## config.mk

```make
export PLATFORM = sky130hd
export DESIGN_NAME = fp16_dot_or_squared_distance_top
export DESIGN_NICKNAME = d
export VERILOG_FILES = /design/src/hw/rtl/fdsd_pkg.sv /design/src/hw/rtl/fdsd_front.sv /design/src/hw/rtl/fdsd_queue.sv /design/src/hw/rtl/fdsd_back.sv /design/src/hw/rtl/fp16_dot_or_squared_distance_top.sv
export SDC_FILE = /design/constraint.sdc
export NUM_CORES = 2
export LEC_CHECK = 0
export ABC_AREA = 0
export BUFFER_PORTS_ARGS = -buffer_cell sky130_fd_sc_hd__buf_2
export CAP_MARGIN = 15
export CORE_ASPECT_RATIO = 0.75
export CORE_MARGIN = 1
export CORE_UTILIZATION = 25
export CTS_CLUSTER_DIAMETER = 120
export DETAILED_ROUTE_END_ITERATION = 16
export GPL_TIMING_DRIVEN = 0
export SLEW_MARGIN = 20
export SYNTH_ARGS = -nofsm -noshare
export SYNTH_HDL_FRONTEND = slang
export SYNTH_SLANG_ARGS = --single-unit
```

## constraint.sdc

```tcl
create_clock -name clk -period 35.3 [get_ports clk]
set_input_delay 8.825 -clock clk [delete_from_list [all_inputs] [get_ports clk]]
set_output_delay 8.825 -clock clk [all_outputs]
set_load 0.01 [all_outputs]
```

## src/hw/rtl/fdsd_pkg.sv

```systemverilog
// ----------------------------------------------------------------------------
// fdsd_pkg
// Shared types and fp32 arithmetic helpers for the fp16 dot / distance block.
// ----------------------------------------------------------------------------
package fdsd_pkg;

	localparam logic [31:0] CANON_NAN = 32'h7FC0_0000;
	localparam logic [31:0] POS_INF   = 32'h7F80_0000;

	// operation selected by the mode register
	typedef enum logic {
		MODE_DOT  = 1'b0,
		MODE_DIST = 1'b1
	} mode_t;

	// unrounded result: value = sig * 2^k, unless special or zero
	typedef struct packed {
		logic               special;
		logic [31:0]        special_bits;
		logic               zero;
		logic               sign;
		logic signed [11:0] k;
		logic [50:0]        sig;
	} fp_pre_t;

	// one product term waiting for the accumulator
	typedef struct packed {
		logic [31:0] term;
		logic        last;
	} term_t;

	// exact widening of half to single
	function automatic logic [31:0] half_to_single(input logic [15:0] h);
		logic [4:0]  ex;
		logic [10:0] man;
		logic [7:0]  e32;
		logic [31:0] res;
		ex  = h[14:10];
		man = {1'b0, h[9:0]};
		e32 = 8'd0;
		res = 32'd0;
		if (ex == 5'd31) begin
			res = (man == 11'd0) ? {h[15], POS_INF[30:0]} : CANON_NAN;
		end else if (ex == 5'd0) begin
			if (man == 11'd0) begin
				res = {h[15], 31'd0};
			end else begin
				e32 = 8'd113;
				for (int i = 0; i < 10; i++) begin
					if (man[10] == 1'b0) begin
						man = {man[9:0], 1'b0};
						e32 = e32 - 8'd1;
					end
				end
				res = {h[15], e32, man[9:0], 13'd0};
			end
		end else begin
			res = {h[15], 8'({3'd0, ex} + 8'd112), h[9:0], 13'd0};
		end
		return res;
	endfunction

	// align and add, no rounding yet
	function automatic fp_pre_t fp_add_pre(input logic [31:0] a, input logic [31:0] b);
		fp_pre_t     r;
		logic        a_nan, b_nan, a_inf, b_inf, swap, lost;
		logic [31:0] big, sml;
		logic [7:0]  e_big, e_sml, d;
		logic [49:0] big_x, sml_x, sml_sh;
		logic [50:0] sum;
		a_nan = (a[30:23] == 8'hFF) && (a[22:0] != 23'd0);
		b_nan = (b[30:23] == 8'hFF) && (b[22:0] != 23'd0);
		a_inf = (a[30:23] == 8'hFF) && (a[22:0] == 23'd0);
		b_inf = (b[30:23] == 8'hFF) && (b[22:0] == 23'd0);
		swap  = b[30:0] > a[30:0];
		big   = swap ? b : a;
		sml   = swap ? a : b;
		e_big = (big[30:23] == 8'd0) ? 8'd1 : big[30:23];
		e_sml = (sml[30:23] == 8'd0) ? 8'd1 : sml[30:23];
		d     = e_big - e_sml;
		big_x = {(big[30:23] != 8'd0), big[22:0], 26'd0};
		sml_x = {(sml[30:23] != 8'd0), sml[22:0], 26'd0};
		if (d >= 8'd50) begin
			sml_sh = 50'd0;
			lost   = (sml_x != 50'd0);
		end else begin
			sml_sh = sml_x >> d;
			lost   = ((sml_sh << d) != sml_x);
		end
		sml_sh[0] = sml_sh[0] | lost;
		if (a[31] ^ b[31])
			sum = {1'b0, big_x} - {1'b0, sml_sh};
		else
			sum = {1'b0, big_x} + {1'b0, sml_sh};
		r.special      = 1'b0;
		r.special_bits = CANON_NAN;
		if (a_nan || b_nan || (a_inf && b_inf && (a[31] != b[31]))) begin
			r.special = 1'b1;
		end else if (a_inf || b_inf) begin
			r.special      = 1'b1;
			r.special_bits = {(a_inf ? a[31] : b[31]), POS_INF[30:0]};
		end
		r.sig  = sum;
		r.zero = (sum == 51'd0);
		r.sign = r.zero ? (a[31] & b[31]) : big[31];
		r.k    = 12'($signed({4'd0, e_big}) - 12'sd176);
		return r;
	endfunction

	// full product, no rounding yet
	function automatic fp_pre_t fp_mul_pre(input logic [31:0] a, input logic [31:0] b);
		fp_pre_t     r;
		logic        a_nan, b_nan, a_inf, b_inf, a_zero, b_zero;
		logic [7:0]  ea, eb;
		logic [23:0] ma, mb;
		logic [47:0] prod;
		a_nan  = (a[30:23] == 8'hFF) && (a[22:0] != 23'd0);
		b_nan  = (b[30:23] == 8'hFF) && (b[22:0] != 23'd0);
		a_inf  = (a[30:23] == 8'hFF) && (a[22:0] == 23'd0);
		b_inf  = (b[30:23] == 8'hFF) && (b[22:0] == 23'd0);
		a_zero = (a[30:0] == 31'd0);
		b_zero = (b[30:0] == 31'd0);
		ea     = (a[30:23] == 8'd0) ? 8'd1 : a[30:23];
		eb     = (b[30:23] == 8'd0) ? 8'd1 : b[30:23];
		r.special      = 1'b0;
		r.special_bits = CANON_NAN;
		r.sign         = a[31] ^ b[31];
		if (a_nan || b_nan || (a_inf && b_zero) || (b_inf && a_zero)) begin
			r.special = 1'b1;
		end else if (a_inf || b_inf) begin
			r.special      = 1'b1;
			r.special_bits = {r.sign, POS_INF[30:0]};
		end
		r.zero = a_zero || b_zero;
		ma     = {(a[30:23] != 8'd0), a[22:0]};
		mb     = {(b[30:23] != 8'd0), b[22:0]};
		prod   = {24'd0, ma} * {24'd0, mb};
		r.sig  = {3'd0, prod};
		r.k    = 12'($signed({4'd0, ea}) + $signed({4'd0, eb}) - 12'sd300);
		return r;
	endfunction

	// normalize and round to nearest even
	function automatic logic [31:0] fp_round(input fp_pre_t p);
		logic [5:0]         lead, shv;
		logic signed [11:0] e_unb, biased, lsb;
		logic [63:0]        ext, kept64, mask;
		logic [23:0]        kept;
		logic [7:0]         exp_f;
		logic               rb, st;
		logic [30:0]        pack;
		logic [31:0]        res;
		lead = 6'd0;
		for (int i = 0; i < 51; i++) begin
			if (p.sig[i])
				lead = 6'(i);
		end
		e_unb  = 12'($signed({6'd0, lead}) + p.k);
		biased = e_unb + 12'sd127;
		if (biased >= 12'sd1) begin
			lsb   = 12'($signed({6'd0, lead}) - 12'sd23);
			exp_f = biased[7:0];
		end else begin
			lsb   = 12'(-12'sd149 - p.k);
			exp_f = 8'd0;
		end
		ext  = {13'd0, p.sig};
		kept = 24'd0;
		rb   = 1'b0;
		st   = 1'b0;
		shv  = 6'd0;
		mask = 64'd0;
		kept64 = 64'd0;
		if (lsb <= 12'sd0) begin
			kept64 = ext << 6'(-lsb);
			kept   = kept64[23:0];
		end else begin
			shv    = (lsb > 12'sd52) ? 6'd52 : lsb[5:0];
			kept64 = ext >> shv;
			kept   = kept64[23:0];
			rb     = ext[shv - 6'd1];
			mask   = (64'd1 << (shv - 6'd1)) - 64'd1;
			st     = |(ext & mask);
		end
		pack = {exp_f, kept[22:0]} + {30'd0, rb & (st | kept[0])};
		if (p.special)
			res = p.special_bits;
		else if (p.zero)
			res = {p.sign, 31'd0};
		else if (biased >= 12'sd255)
			res = {p.sign, POS_INF[30:0]};
		else
			res = {p.sign, pack};
		return res;
	endfunction

endpackage

```

## src/hw/rtl/fdsd_front.sv

```systemverilog
// ----------------------------------------------------------------------------
// fdsd_front
// Widens the fp16 pair and forms the product term in a five stage pipeline.
// ----------------------------------------------------------------------------
module fdsd_front import fdsd_pkg::*; (
	input  logic        clk,
	input  logic        arst_n,
	input  logic        in_fire,
	input  logic [15:0] a_value,
	input  logic [15:0] b_value,
	input  logic        last,
	input  mode_t       mode,
	output logic        term_valid,
	output term_t       term_out
);

	logic        valid_s1, valid_s2, valid_s3, valid_s4, valid_s5;
	logic        last_s1, last_s2, last_s3, last_s4;
	mode_t       mode_s1, mode_s2;
	logic [31:0] x_s1, y_s1, x_s2, y_s2;
	fp_pre_t     sub_s2, mul_s4;
	logic [31:0] opa_s3, opb_s3;
	term_t       term_s5;
	logic [31:0] diff;

	assign diff = fp_round(sub_s2);

	always_ff @(posedge clk or negedge arst_n) begin
		if (!arst_n) begin
			valid_s1 <= 1'b0;
			valid_s2 <= 1'b0;
			valid_s3 <= 1'b0;
			valid_s4 <= 1'b0;
			valid_s5 <= 1'b0;
		end else begin
			valid_s1 <= in_fire;
			valid_s2 <= valid_s1;
			valid_s3 <= valid_s2;
			valid_s4 <= valid_s3;
			valid_s5 <= valid_s4;
		end
	end

	always_ff @(posedge clk) begin
		x_s1    <= half_to_single(a_value);
		y_s1    <= half_to_single(b_value);
		last_s1 <= last;
		mode_s1 <= mode;
		// subtract as add with b negated
		sub_s2  <= fp_add_pre(x_s1, {~y_s1[31], y_s1[30:0]});
		x_s2    <= x_s1;
		y_s2    <= y_s1;
		last_s2 <= last_s1;
		mode_s2 <= mode_s1;
		opa_s3  <= (mode_s2 == MODE_DIST) ? diff : x_s2;
		opb_s3  <= (mode_s2 == MODE_DIST) ? diff : y_s2;
		last_s3 <= last_s2;
		mul_s4  <= fp_mul_pre(opa_s3, opb_s3);
		last_s4 <= last_s3;
		term_s5 <= '{term: fp_round(mul_s4), last: last_s4};
	end

	assign term_valid = valid_s5;
	assign term_out   = term_s5;

endmodule

```

## src/hw/rtl/fdsd_queue.sv

```systemverilog
// ----------------------------------------------------------------------------
// fdsd_queue
// Small FIFO of product terms between the front pipeline and the accumulator.
// ----------------------------------------------------------------------------
module fdsd_queue import fdsd_pkg::*; #(
	parameter int DEPTH = 8
) (
	input  logic  clk,
	input  logic  arst_n,
	input  logic  push,
	input  term_t push_data,
	input  logic  pop,
	output logic  head_valid,
	output term_t head_data
);

	localparam int AW = (DEPTH > 1) ? $clog2(DEPTH) : 1;
	localparam int CW = $clog2(DEPTH + 1);

	term_t           mem [DEPTH];
	logic [AW-1:0]   wr_ptr_q, rd_ptr_q;
	logic [CW-1:0]   count_q;

	function automatic logic [AW-1:0] ptr_next(input logic [AW-1:0] p);
		return (p == AW'(DEPTH - 1)) ? '0 : p + AW'(1);
	endfunction

	always_ff @(posedge clk) begin
		if (push)
			mem[wr_ptr_q] <= push_data;
	end

	always_ff @(posedge clk or negedge arst_n) begin
		if (!arst_n) begin
			wr_ptr_q <= '0;
			rd_ptr_q <= '0;
			count_q  <= '0;
		end else begin
			if (push)
				wr_ptr_q <= ptr_next(wr_ptr_q);
			if (pop)
				rd_ptr_q <= ptr_next(rd_ptr_q);
			if (push && !pop)
				count_q <= count_q + CW'(1);
			else if (pop && !push)
				count_q <= count_q - CW'(1);
		end
	end

	assign head_valid = (count_q != '0);
	assign head_data  = mem[rd_ptr_q];

	a_no_overflow: assert property (@(posedge clk) disable iff (!arst_n)
		!(push && !pop && (count_q == CW'(DEPTH))))
		else $error("term queue overflow");
	a_no_underflow: assert property (@(posedge clk) disable iff (!arst_n)
		pop |-> count_q != '0)
		else $error("term queue underflow");
	a_count_range: assert property (@(posedge clk) disable iff (!arst_n)
		count_q <= CW'(DEPTH))
		else $error("term queue count out of range");

endmodule

```

## src/hw/rtl/fdsd_back.sv

```systemverilog
// ----------------------------------------------------------------------------
// fdsd_back
// Running fp32 accumulator with a registered result slot.
// ----------------------------------------------------------------------------
module fdsd_back import fdsd_pkg::*; (
	input  logic        clk,
	input  logic        arst_n,
	input  logic        head_valid,
	input  term_t       head_data,
	output logic        pop,
	output logic        out_valid,
	input  logic        out_ready,
	output logic [31:0] sum_bits
);

	logic        busy_q, last_q, out_valid_q;
	fp_pre_t     add_pre_q;
	logic [31:0] acc_q, sum_q, acc_next;

	// a closing term only starts once the result slot is free
	assign pop      = head_valid && !busy_q && (!head_data.last || !out_valid_q);
	assign acc_next = fp_round(add_pre_q);

	always_ff @(posedge clk or negedge arst_n) begin
		if (!arst_n) begin
			busy_q      <= 1'b0;
			last_q      <= 1'b0;
			out_valid_q <= 1'b0;
			acc_q       <= 32'd0;
		end else begin
			if (out_valid_q && out_ready)
				out_valid_q <= 1'b0;
			if (pop) begin
				busy_q <= 1'b1;
				last_q <= head_data.last;
			end else if (busy_q) begin
				busy_q <= 1'b0;
				if (last_q) begin
					out_valid_q <= 1'b1;
					acc_q       <= 32'd0;
				end else begin
					acc_q <= acc_next;
				end
			end
		end
	end

	always_ff @(posedge clk) begin
		if (pop)
			add_pre_q <= fp_add_pre(acc_q, head_data.term);
		if (busy_q && last_q)
			sum_q <= acc_next;
	end

	assign out_valid = out_valid_q;
	assign sum_bits  = sum_q;

	a_slot_free: assert property (@(posedge clk) disable iff (!arst_n)
		busy_q && last_q |-> !out_valid_q)
		else $error("result slot busy when closing a vector");
	a_two_cycle: assert property (@(posedge clk) disable iff (!arst_n)
		busy_q |=> !busy_q)
		else $error("accumulate step longer than two cycles");
	a_clear: assert property (@(posedge clk) disable iff (!arst_n)
		busy_q && last_q |=> acc_q == 32'd0 && out_valid_q)
		else $error("accumulator not cleared after last term");

endmodule

```

## src/hw/rtl/fp16_dot_or_squared_distance_top.sv

```systemverilog
// Streams pairs of fp16 elements and returns an fp32 dot product (mode 0) or
// squared euclidean distance (mode 1) on the pair marked last, rounding each
// subtract, multiply and add to nearest even in fp32 in stream order, with
// subnormals kept and any NaN returned as 0x7FC00000. A pair is taken every
// cycle while the term queue has room, and enters the front pipeline. The
// accumulator loop sets the sustained rate: it takes a new term only once the
// previous one is through (align/add, then normalize/round in the next). A
// result waits in an output register.
// ----------------------------------------------------------------------------
// fp16_dot_or_squared_distance_top
// Top level: config register, front pipeline, term queue and accumulator.
// ----------------------------------------------------------------------------
module fp16_dot_or_squared_distance_top import fdsd_pkg::*; #(
	parameter int QUEUE_DEPTH = 8
) (
	input  logic        clk,
	input  logic        arst_n,
	input  logic        mode_wr_en,
	input  logic        mode_wr_data,
	input  logic        in_valid,
	output logic        in_ready,
	input  logic [15:0] a_value,
	input  logic [15:0] b_value,
	input  logic        last,
	output logic        out_valid,
	input  logic        out_ready,
	output logic [31:0] sum_bits
);

	localparam int CW = $clog2(QUEUE_DEPTH + 1);

	mode_t         mode_q;
	logic [CW-1:0] inflight_q;
	logic          in_fire, term_valid, head_valid, pop;
	term_t         term, head;

	assign in_fire  = in_valid && in_ready;
	// credit: every accepted pair has a queue slot reserved
	assign in_ready = (inflight_q < CW'(QUEUE_DEPTH));

	always_ff @(posedge clk or negedge arst_n) begin
		if (!arst_n) begin
			mode_q     <= MODE_DOT;
			inflight_q <= '0;
		end else begin
			if (mode_wr_en)
				mode_q <= mode_t'(mode_wr_data);
			if (in_fire && !pop)
				inflight_q <= inflight_q + CW'(1);
			else if (pop && !in_fire)
				inflight_q <= inflight_q - CW'(1);
		end
	end

	fdsd_front u_front (
		.clk        (clk),
		.arst_n     (arst_n),
		.in_fire    (in_fire),
		.a_value    (a_value),
		.b_value    (b_value),
		.last       (last),
		.mode       (mode_q),
		.term_valid (term_valid),
		.term_out   (term)
	);

	fdsd_queue #(.DEPTH(QUEUE_DEPTH)) u_queue (
		.clk        (clk),
		.arst_n     (arst_n),
		.push       (term_valid),
		.push_data  (term),
		.pop        (pop),
		.head_valid (head_valid),
		.head_data  (head)
	);

	fdsd_back u_back (
		.clk        (clk),
		.arst_n     (arst_n),
		.head_valid (head_valid),
		.head_data  (head),
		.pop        (pop),
		.out_valid  (out_valid),
		.out_ready  (out_ready),
		.sum_bits   (sum_bits)
	);

	a_credit: assert property (@(posedge clk) disable iff (!arst_n)
		inflight_q <= CW'(QUEUE_DEPTH))
		else $error("more pairs in flight than queue slots");
	a_pop_has_credit: assert property (@(posedge clk) disable iff (!arst_n)
		pop |-> inflight_q != '0)
		else $error("term popped with no pair in flight");
	a_no_phantom: assert property (@(posedge clk) disable iff (!arst_n)
		inflight_q == '0 |-> !head_valid)
		else $error("queue holds a term with no pair in flight");

endmodule
```

==> results.json <==
{
  "root_buffer": "clkbuf_16",
  "hold_slack_ns": 0.326,
  "slew_headroom": 0.105,
  "fin_nets": 12100,
  "synth_edf_count": 361,
  "seq_area_frac_synth": 0.204,
  "min-delay-start": "u_front.last_s4",
  "fp.dieH_um": 518,
  "die_w_um": 690,
  "cpLargestDelayFamily": "simple AND/OR/NAND/NOR gates",
  "critPathBufInv": 10,
  "synthFlopType": "edfxtp_1",
  "cp-end-kind": "register",
  "cts_resized": 0,
  "die_area_um2": 358000,
  "synth.area.top_cells": "edfxtp_1, fa_1, dfxtp_1",
  "syn_inst": 11000,
  "period_needed_ns": 20.90,
  "cts.reportedPaths.clkPinSlew_ns": 0.06,
  "grt_pass1_vias": 89700,
  "outcome": "finished, final reports clean",
  "n_fill_cell": 38300,
  "required_ns": 35.81,
  "crit_slowest_cell": "a32oi_1",
  "cts_buffers": 71,
  "overflow": 0,
  "setup_viol": 0,
  "max_freq_ghz": 0.0478,
  "initial_utilization": 0.251,
  "synthArstFlopShare": 0.0774,
  "max_cap_violations": 0,
  "critical_path.max_fanout": 10,
  "clock_latency_ns": 0.72,
  "antenna_found_initial": 17,
  "grt_pass1_wl_um": 685000,
  "synth_top_area_share": 0.122,
  "mappedNetlistNets": 11900,
  "routedWlPerCell_um": 30.6,
  "rows": 189,
  "crit_start": "u_queue.rd_ptr_q[1]",
  "worstMarginPinSlew_ns": 1.34,
  "fin_crit_sh": 0.592,
  "startpoint_type": "register",
  "grtUsageTotal": 0.259,
  "place_congestion": 1.06,
  "dr.pass1.iters": 9,
  "core_area_um2": 354000,
  "ys.warnings.count": 0,
  "avgSynthCellArea_um2": 8.06,
  "htreeDepth": 3,
  "cp.arrival_ns": 21.41,
  "final.setup_skew_ns": 0.0857,
  "setup-tns-final_ns": 0,
  "drt_iter0_markers": 15000,
  "cts_num_sinks": 711,
  "cts_tree": "yes",
  "final_util": 0.279,
  "drive_gt1_frac": 0.0684,
  "crit_type": "reg -> reg",
  "hold_class": "reg -> reg",
  "viasPerCell": 6.03,
  "report.final.slew_viol_count": 0,
  "syn_area_um2": 88800,
  "num_vias": 96200,
  "synth_area_leader_cell": "edfxtp_1",
  "finalWirelength_um": 488000,
  "grt_max_degree": 56,
  "syn2layout_area_growth_pct": 11.0,
  "yosysUniqueCellTypes": 127,
  "hpwl_um": 389000,
  "drc_errors": 0,
  "cts_buffer_depth": 3,
  "ant_nets": 0,
  "numPortBuffers": 70,
  "rsz0062_at_grt": "false",
  "cts_hold_buf": 0,
  "r2r_start": "u_queue.rd_ptr_q[1]",
  "cpPeakStageDelay_ns": 1.03,
  "io_pins": 73,
  "hold_viol": 0,
  "synth-seq-cells": 711,
  "post_cts_buffers": 0
}
## final timing paths
check,depth (start not counted),endpoint,slack [ns]
setup reg to reg,53,u_back.add_pre_q[64],14.40
setup / recovery,53,u_back.add_pre_q[64],14.40
hold reg to reg,0,u_front.term_out[0],0.33
min in group asynchronous,1,u_queue.rd_ptr_q[1],8.18
max in group asynchronous,1,u_back.acc_q[17],26.64
hold / removal,0,u_front.term_out[0],0.33
## synth_stat cells (51+ instances only)
cell type / count
or3_1: 51
clkbuf_1: 642
o21bai_1: 71
nor3_1: 266
a22oi_1: 111
inv_1: 877
o21ai_0: 559
a31oi_1: 148
a21o_1: 85
buf_1: 65
nand2b_1: 64
and3_1: 93
nand3_1: 339
nand2_1: 1309
xnor2_1: 219
edfxtp_1: 361
o211ai_1: 172
mux2_2: 80
o221ai_1: 68
a221oi_1: 56
nor2_1: 902
o31ai_1: 91
mux2i_1: 365
a21oi_1: 580
mux4_2: 154
ha_1: 423
fa_1: 471
dfxtp_1: 295
o22ai_1: 140
a32oi_1: 58
a211oi_1: 177
nand4_1: 127
and2_1: 257
dfrtp_1: 55
nor4_1: 142
xor2_1: 134
## stage by stage
stage / area (um^2) / worst slack (ns) / std cells
3_5_place_dp: 96000 / 15.43 / 15800
6_report: 98600 / 14.40 / 15900
4_1_cts: 98500 / 15.31 / 15900
5_1_grt: 98600 / 14.09 / 15900
3_3_place_gp: 95000 / 15.00 / 15800
2_1_floorplan: 88800 / 21.44 / 11000
## per-layer routing
metal	global-route usage	share of wire	wire, um
met1	0.377	0.44	214000
met2	0.350	0.38	185000
met3	0.0959	0.14	70800
met4	0.0781	0.037	18200
met5	0.00399	0.00074	363
## logic make-up (layout without fill, tap and decap cells)
family          count (synthesis)  after routing  synth area share
xor+xnor                      356            356            0.0356
buf+inv                      1643           1885            0.0711
flops                         711            711             0.204
compound gates               3011           3011             0.233
mux                           602            602            0.0908
fa+ha+maj                     894            894             0.166
simple gates                 3796           3796             0.200
other cells                     0              8                 0
## state kept, by name (all words and copies together), names as in the netlist, 3 cells and up
name / cells
u_queue.wr_ptr_q: 3
u_front.x_s2: 19
u_front.x_s1: 19
u_front.mul_s4: 64
u_front.y_s1: 19
u_front.y_s2: 19
u_front.opb_s3: 19
inflight_q: 4
u_queue.mem: 264
u_queue.rd_ptr_q: 3
u_back.add_pre_q: 65
u_queue.count_q: 4
u_front.term_out: 33
u_front.sub_s2: 65
u_back.sum_bits: 32
u_back.acc_q: 32
u_front.opa_s3: 32
## cell usage in the layout (no fill, tap or decap), types with 143 or more instances in the layout
cell type  Yosys  routed
a21oi_1      580     578
xnor2_1      219     216
and2_1       257     257
nor2_1       902     884
fa_1         471     471
ha_1         423     423
mux4_2       154     154
a211oi_1     177     172
nand2_1     1309    1309
nor3_1       266     255
inv_1        877     876
a31oi_1      148     143
clkbuf_1     642     655
edfxtp_1     361     361
dfxtp_1      295     295
mux2i_1      365     364
nand3_1      339     339
o211ai_1     172     172
o21ai_0      559     548
## area by class of cell
| type | instances | area [um^2] | area share |
|---|---|---|---|
| Buffer | 749 | 2960 | 0.0301 |
| Timing Repair Buffer | 112 | 895 | 0.00908 |
| Clock inverter | 34 | 589 | 0.00598 |
| Tap cell | 4679 | 5850 | 0.0594 |
| Antenna cell | 8 | 20.0 | 0.000203 |
| Clock buffer | 96 | 1950 | 0.0198 |
| Inverter | 894 | 3360 | 0.0340 |
| Sequential cell | 711 | 18100 | 0.184 |
| Multi-Input combinational cell | 8659 | 64800 | 0.658 |
## worst register-to-register path, delay by kind of cell (launching register included)
family                   cells  cell delay [ns]
XOR/XNOR                     1             0.16
AND/OR/NAND/NOR             23             9.15
multiplexers                 3             1.46
buffers and inverters       10             4.38
flip-flops                   1             0.34
AO/OA/AOI/OAI               13             4.41
adder cells (fa/ha/maj)      3             0.81
Power is not shown: default switching activity piles up to over one toggle a cycle in this logic, so the estimate is an artifact.
